## src/lhist_pkg.sv

```systemverilog
package lhist_pkg;

    localparam int BUCKETS_DEF = 64;
    localparam int DIV_W = 96;
    localparam logic [19:0] PPM_FULL = 20'd1000000;
    localparam logic [62:0] MAX63 = {63{1'b1}};

    typedef enum logic [3:0] {
        ST_IDLE,
        ST_REC_RD,
        ST_REC_WR,
        ST_MUL,
        ST_DM_GO,
        ST_DM_WAIT,
        ST_WALK_RD,
        ST_WALK_ACC,
        ST_WALK_CMP,
        ST_OUT
    } state_t;

    typedef struct packed {
        logic cap_in;
        logic rec_rd;
        logic rec_wr;
        logic mul_step;
        logic div_go;
        logic mean_load;
        logic walk_rd;
        logic walk_acc;
        logic walk_cmp;
        logic out_load;
        logic clear;
    } cmd_t;

    typedef struct packed {
        logic mul_last;
        logic div_done;
        logic walk_end;
        logic out_free;
        logic cnt_zero;
    } sts_t;

endpackage

```

## src/lhist_ctrl.sv

```systemverilog
module lhist_ctrl (
    input  logic              aclk,
    input  logic              aresetn,
    input  logic              s_valid,
    input  logic              s_kind,
    input  logic              s_clear_after,
    output logic              s_ready,
    input  lhist_pkg::sts_t   sts,
    output lhist_pkg::cmd_t   cmd,
    output lhist_pkg::state_t state
);
    import lhist_pkg::*;

    state_t state_reg, state_next;
    logic   clr_reg;

    always_ff @(posedge aclk) begin
        if (!aresetn) begin
            state_reg <= ST_IDLE;
            clr_reg   <= 1'b0;
        end else begin
            state_reg <= state_next;
            if (cmd.cap_in) clr_reg <= s_clear_after;
        end
    end

    always_comb begin
        state_next = state_reg;
        cmd        = '0;
        s_ready    = 1'b0;
        case (state_reg)
            ST_IDLE: begin
                s_ready = 1'b1;
                if (s_valid) begin
                    cmd.cap_in = 1'b1;
                    state_next = s_kind ? ST_MUL : ST_REC_RD;
                end
            end
            ST_REC_RD: begin
                cmd.rec_rd = 1'b1;
                state_next = ST_REC_WR;
            end
            ST_REC_WR: begin
                cmd.rec_wr = 1'b1;
                state_next = ST_IDLE;
            end
            ST_MUL: begin
                cmd.mul_step = 1'b1;
                if (sts.mul_last) state_next = ST_DM_GO;
            end
            ST_DM_GO: begin
                cmd.div_go  = 1'b1;
                state_next  = ST_DM_WAIT;
            end
            ST_DM_WAIT: begin
                if (sts.div_done) begin
                    cmd.mean_load = 1'b1;
                    state_next    = ST_WALK_RD;
                end
            end
            ST_WALK_RD: begin
                cmd.walk_rd = 1'b1;
                state_next  = ST_WALK_ACC;
            end
            ST_WALK_ACC: begin
                cmd.walk_acc = 1'b1;
                state_next   = ST_WALK_CMP;
            end
            ST_WALK_CMP: begin
                cmd.walk_cmp = 1'b1;
                state_next   = sts.walk_end ? ST_OUT : ST_WALK_RD;
            end
            ST_OUT: begin
                if (sts.out_free) begin
                    cmd.out_load = 1'b1;
                    cmd.clear    = clr_reg;
                    state_next   = ST_IDLE;
                end
            end
            default: begin
                state_next = ST_IDLE;
            end
        endcase
    end

    assign state = state_reg;
endmodule

```

## config.mk

```make
export PLATFORM = sky130hd
export DESIGN_NAME = lhist_ctrl
export DESIGN_NICKNAME = d
export VERILOG_FILES = /design/src/lhist_pkg.sv /design/src/lhist_ctrl.sv
export SDC_FILE = /design/constraint.sdc
export NUM_CORES = 1
export LEC_CHECK = 0
export ABC_AREA = 1
export BUFFER_PORTS_ARGS = -buffer_cell sky130_fd_sc_hd__buf_2
export CORE_AREA = 10 10 47 49
export CTS_BUF_LIST = sky130_fd_sc_hd__clkbuf_8
export DETAILED_ROUTE_END_ITERATION = 10
export DIE_AREA = 0 0 57 59
export SYNTH_ARGS = -nofsm -noshare
export SYNTH_HDL_FRONTEND = slang
export SYNTH_SLANG_ARGS = --single-unit
```

## constraint.sdc

```tcl
create_clock -name aclk -period 1.3 [get_ports aclk]
set_input_delay 0.065 -clock aclk [delete_from_list [all_inputs] [get_ports aclk]]
set_output_delay 0.065 -clock aclk [all_outputs]
set_load 0.02 [all_outputs]
```

==> impl_metrics.prom <==
# TYPE chip_impl_metric gauge
chip_impl_info{name="run_status",value="complete, no violations"} 1
chip_impl_metric{name="yosys.area_share.simple",unit="%"} 51.5
chip_impl_metric{name="final-setup-viol-count",unit=""} 0
chip_impl_info{name="critical_path_launch_point_type",value="flop"} 1
chip_impl_metric{name="relSlewSlack",unit="%"} 81.7
chip_impl_metric{name="ys_types",unit=""} 12
chip_impl_metric{name="final_hold_viol_count",unit=""} 0
chip_impl_metric{name="ys_warn_count",unit=""} 0
chip_impl_metric{name="totalNegativeSetupSlack",unit="ns"} 0
chip_impl_metric{name="grt_util_all_layers",unit="%"} 8.01
chip_impl_metric{name="drt_iter0_markers",unit=""} 12
chip_impl_metric{name="cts_hold_buf",unit=""} 0
chip_impl_metric{name="first_global_vias",unit=""} 506
chip_impl_metric{name="grt_pass1_wl",unit="mm"} 2.19
chip_impl_metric{name="gp_congestion",unit=""} 0.831
chip_impl_metric{name="regToRegSetupSlack",unit="ns"} 0.15
chip_impl_metric{name="nets",unit=""} 107
chip_impl_metric{name="placeableCoreArea",unit="µm²"} 1400
chip_impl_info{name="rsz0062_at_grt",value="no"} 1
chip_impl_metric{name="preCtsSetupSlack",unit="ns"} 0.114
chip_impl_metric{name="n_antenna_cell",unit=""} 0
chip_impl_metric{name="fp-row-count",unit=""} 14
chip_impl_metric{name="required",unit="ns"} 1.24
chip_impl_metric{name="synth-async-reset-ratio",unit="%"} 0
chip_impl_metric{name="synthToLayoutAreaGrowth",unit="%"} 62.7
chip_impl_metric{name="max-clock-path-buffers",unit=""} 2
chip_impl_metric{name="achievable_frequency",unit="GHz"} 0.834
chip_impl_metric{name="cp_max_fo",unit=""} 7
chip_impl_metric{name="wire_per_inst",unit="µm"} 11.6
chip_impl_metric{name="die-area",unit="µm²"} 3360
chip_impl_metric{name="postSynthRegisterBits",unit=""} 5
chip_impl_metric{name="place.detailed.hpwl",unit="mm"} 1.10
chip_impl_metric{name="final.setup_skew",unit="ns"} 0.00262
chip_impl_metric{name="detailroute.via_count",unit=""} 512
chip_impl_info{name="min_path_type",value="in -> reg"} 1
chip_impl_metric{name="post_synth_xor_area_fraction",unit="%"} 0
chip_impl_metric{name="grt_overflow",unit=""} 0
chip_impl_info{name="tritoncts",value="built"} 1
chip_impl_metric{name="synth_cell_area",unit="µm²"} 379
chip_impl_info{name="post_synth_top_flop",value="dfxtp_1"} 1
chip_impl_metric{name="post_synth_net_total",unit=""} 78
chip_impl_metric{name="synth_compound_gate_area_share",unit="%"} 11.2
chip_impl_info{name="list_of_most_frequent_post_synthesis_cells",value="nand2_1 (15), nor2_1 (15), inv_1 (10)"} 1
chip_impl_metric{name="p_leak",unit="nW"} 0.346
chip_impl_metric{name="drtAntennaViolNets",unit=""} 0
chip_impl_metric{name="synthAdderAreaFrac",unit="%"} 0
chip_impl_metric{name="pin_count_of_the_biggest_net_entering_global_routing",unit=""} 8
chip_impl_metric{name="cts_inserted_buffers",unit=""} 3
chip_impl_metric{name="cp.arrival",unit="ns"} 1.13
chip_impl_metric{name="remaining_drc_errors",unit=""} 0
chip_impl_metric{name="cts_setup_buffers",unit=""} 0
chip_impl_metric{name="min_period",unit="ns"} 1.20
chip_impl_metric{name="post_route_cells_drive_above_1_share",unit="%"} 46.9
chip_impl_info{name="synthDominantAreaCellType",value="dfxtp_1"} 1
chip_impl_metric{name="die_x",unit="µm"} 57
chip_impl_info{name="critical_path.endpoint_type",value="primary output"} 1
chip_impl_metric{name="largest_reg_flops",unit=""} 4
chip_impl_info{name="critical_path_class",value="reg -> out"} 1
chip_impl_metric{name="die_y",unit="µm"} 59
chip_impl_metric{name="worst_slew_pin_slew",unit="ns"} 0.274
chip_impl_info{name="main_combinational_cell_family_by_area_after_synthesis",value="simple AND/OR/NAND/NOR gates"} 1
chip_impl_metric{name="powerDensity",unit="nW/µm²"} 1430
chip_impl_metric{name="floorplan.initialDensity",unit="%"} 27.1
chip_impl_metric{name="total_power",unit="W"} 0.000885
chip_impl_metric{name="muxShareOfSynthArea",unit="%"} 0
chip_impl_metric{name="worst_ir_drop_vdd",unit="µV"} 680
chip_impl_info{name="synth.area.top_cells",value="dfxtp_1 (26%), nand2_1 (15%), nor2_1 (15%), inv_1 (9.9%), nand3b_1 (7.9%)"} 1
chip_impl_metric{name="period_share",unit="%"} 92.3
chip_impl_metric{name="clock_insertion_delay_worst_skew",unit="ns"} 0.22
chip_impl_metric{name="yosysSeqAreaShare",unit="%"} 26.4
chip_impl_metric{name="timing.final.max_slew_violations",unit=""} 0
chip_impl_metric{name="syn-mean-instance-area",unit="µm²"} 5.58
chip_impl_metric{name="clk_pin_slew",unit="ns"} 0.04
chip_impl_metric{name="cts_htree_levels",unit=""} 1
chip_impl_metric{name="yosysTopAreaCellShare",unit="%"} 26.4
chip_impl_metric{name="via_per_inst",unit=""} 4.57
chip_impl_metric{name="ios",unit=""} 26
chip_impl_metric{name="antenna_found_initial",unit=""} 0
chip_impl_metric{name="maxCapViolations",unit=""} 0
chip_impl_metric{name="layout_setup_ws",unit="ns"} 0.100
chip_impl_info{name="ctsRootBufferMaster",value="clkbuf_8"} 1
chip_impl_metric{name="iteration_count_of_the_initial_detailed_routing_pass",unit=""} 4
chip_impl_metric{name="cts.sink_count",unit=""} 5
chip_impl_metric{name="drt_wl_total",unit="mm"} 1.30
chip_impl_metric{name="port_buffers",unit=""} 24
chip_impl_metric{name="syn_inst",unit=""} 68
chip_impl_metric{name="nFillCells",unit=""} 159
chip_impl_metric{name="synth_enable_flop_cells",unit=""} 0
worst max-delay path, stage by stage (launching register included):
cell and delay (ns):
dfxtp_2 0.37, inv_2 0.07, nor2_4 0.10, nand2_1 0.09, nor3_2 0.09, buf_2 0.18
metal layers:
metal  up-vias  global-route usage (%)  share of wire (%)
met5         -                       0                  0
met4         0                    4.03                1.4
met3         2                    2.79                5.9
met2        18                    12.1                 47
met1       218                    9.79                 46
li1        274                       -                  -
path summary, 6_finish.rpt:
check,endpoint,depth (start not counted),startpoint
hold / removal,state[3],3,aresetn
setup / recovery,cmd[0],5,state[0]
hold reg to reg,clr_reg,2,clr_reg
setup reg to reg,state[0],6,state[2]
timing repair:
item	CTS	global route
gates resized for setup	4	13
endpoints found under the setup margin	4	11
pin swaps	0	0
final cells by class:
| type | instances | area [µm²] | area share, % |
|---|---|---|---|
| Multi-Input combinational cell | 52 | 278 | 45.0 |
| Timing Repair Buffer | 24 | 125 | 20.3 |
| Sequential cell | 5 | 105 | 17.0 |
| Inverter | 11 | 43.8 | 7.10 |
| Clock buffer | 3 | 41.3 | 6.69 |
| Tap cell | 16 | 20.0 | 3.25 |
| Clock inverter | 1 | 3.75 | 0.609 |
per-stage QoR:
step                hold slack, ns  utilization (%)  cell area, µm²  std cells
floorplan                    0.163                -             394         68
global placement             0.281             38.1             534        108
detailed placement           0.287             38.1             534        108
CTS                         0.0609             41.8             586        112
global route                0.0813             44.0             617        112
finish                      0.0623             44.0             617        112
logic make-up (layout without fill, tap and decap cells):
logic type | after synthesis | in the layout
AOI/OAI and AO/OA | 8 | 8
and+or+nand+nor | 44 | 44
DFF | 5 | 5
buffers and inverters | 11 | 39
cells in the final DEF, fill, tap and decap left out, types with 2 or more instances in the layout:
master / n
buf_2: 22
nand2_1: 12
nor2_1: 12
inv_1: 8
nand3_1: 5
a21oi_1: 5
nand3b_1: 4
dfxtp_2: 4
inv_2: 3
nand2_2: 3
nor2_4: 3
clkbuf_8: 3
nor2_2: 2
nor3_2: 2
o21ai_0: 2
buf_4: 2
report_power, final:
group | internal, W | switching, W
sequential | 0.000183 | 0.0000361
combinational | 0.000130 | 0.000256
clock | 0.000202 | 0.0000772
total | 0.000516 | 0.000369
Power figures use the tool's default switching activity.
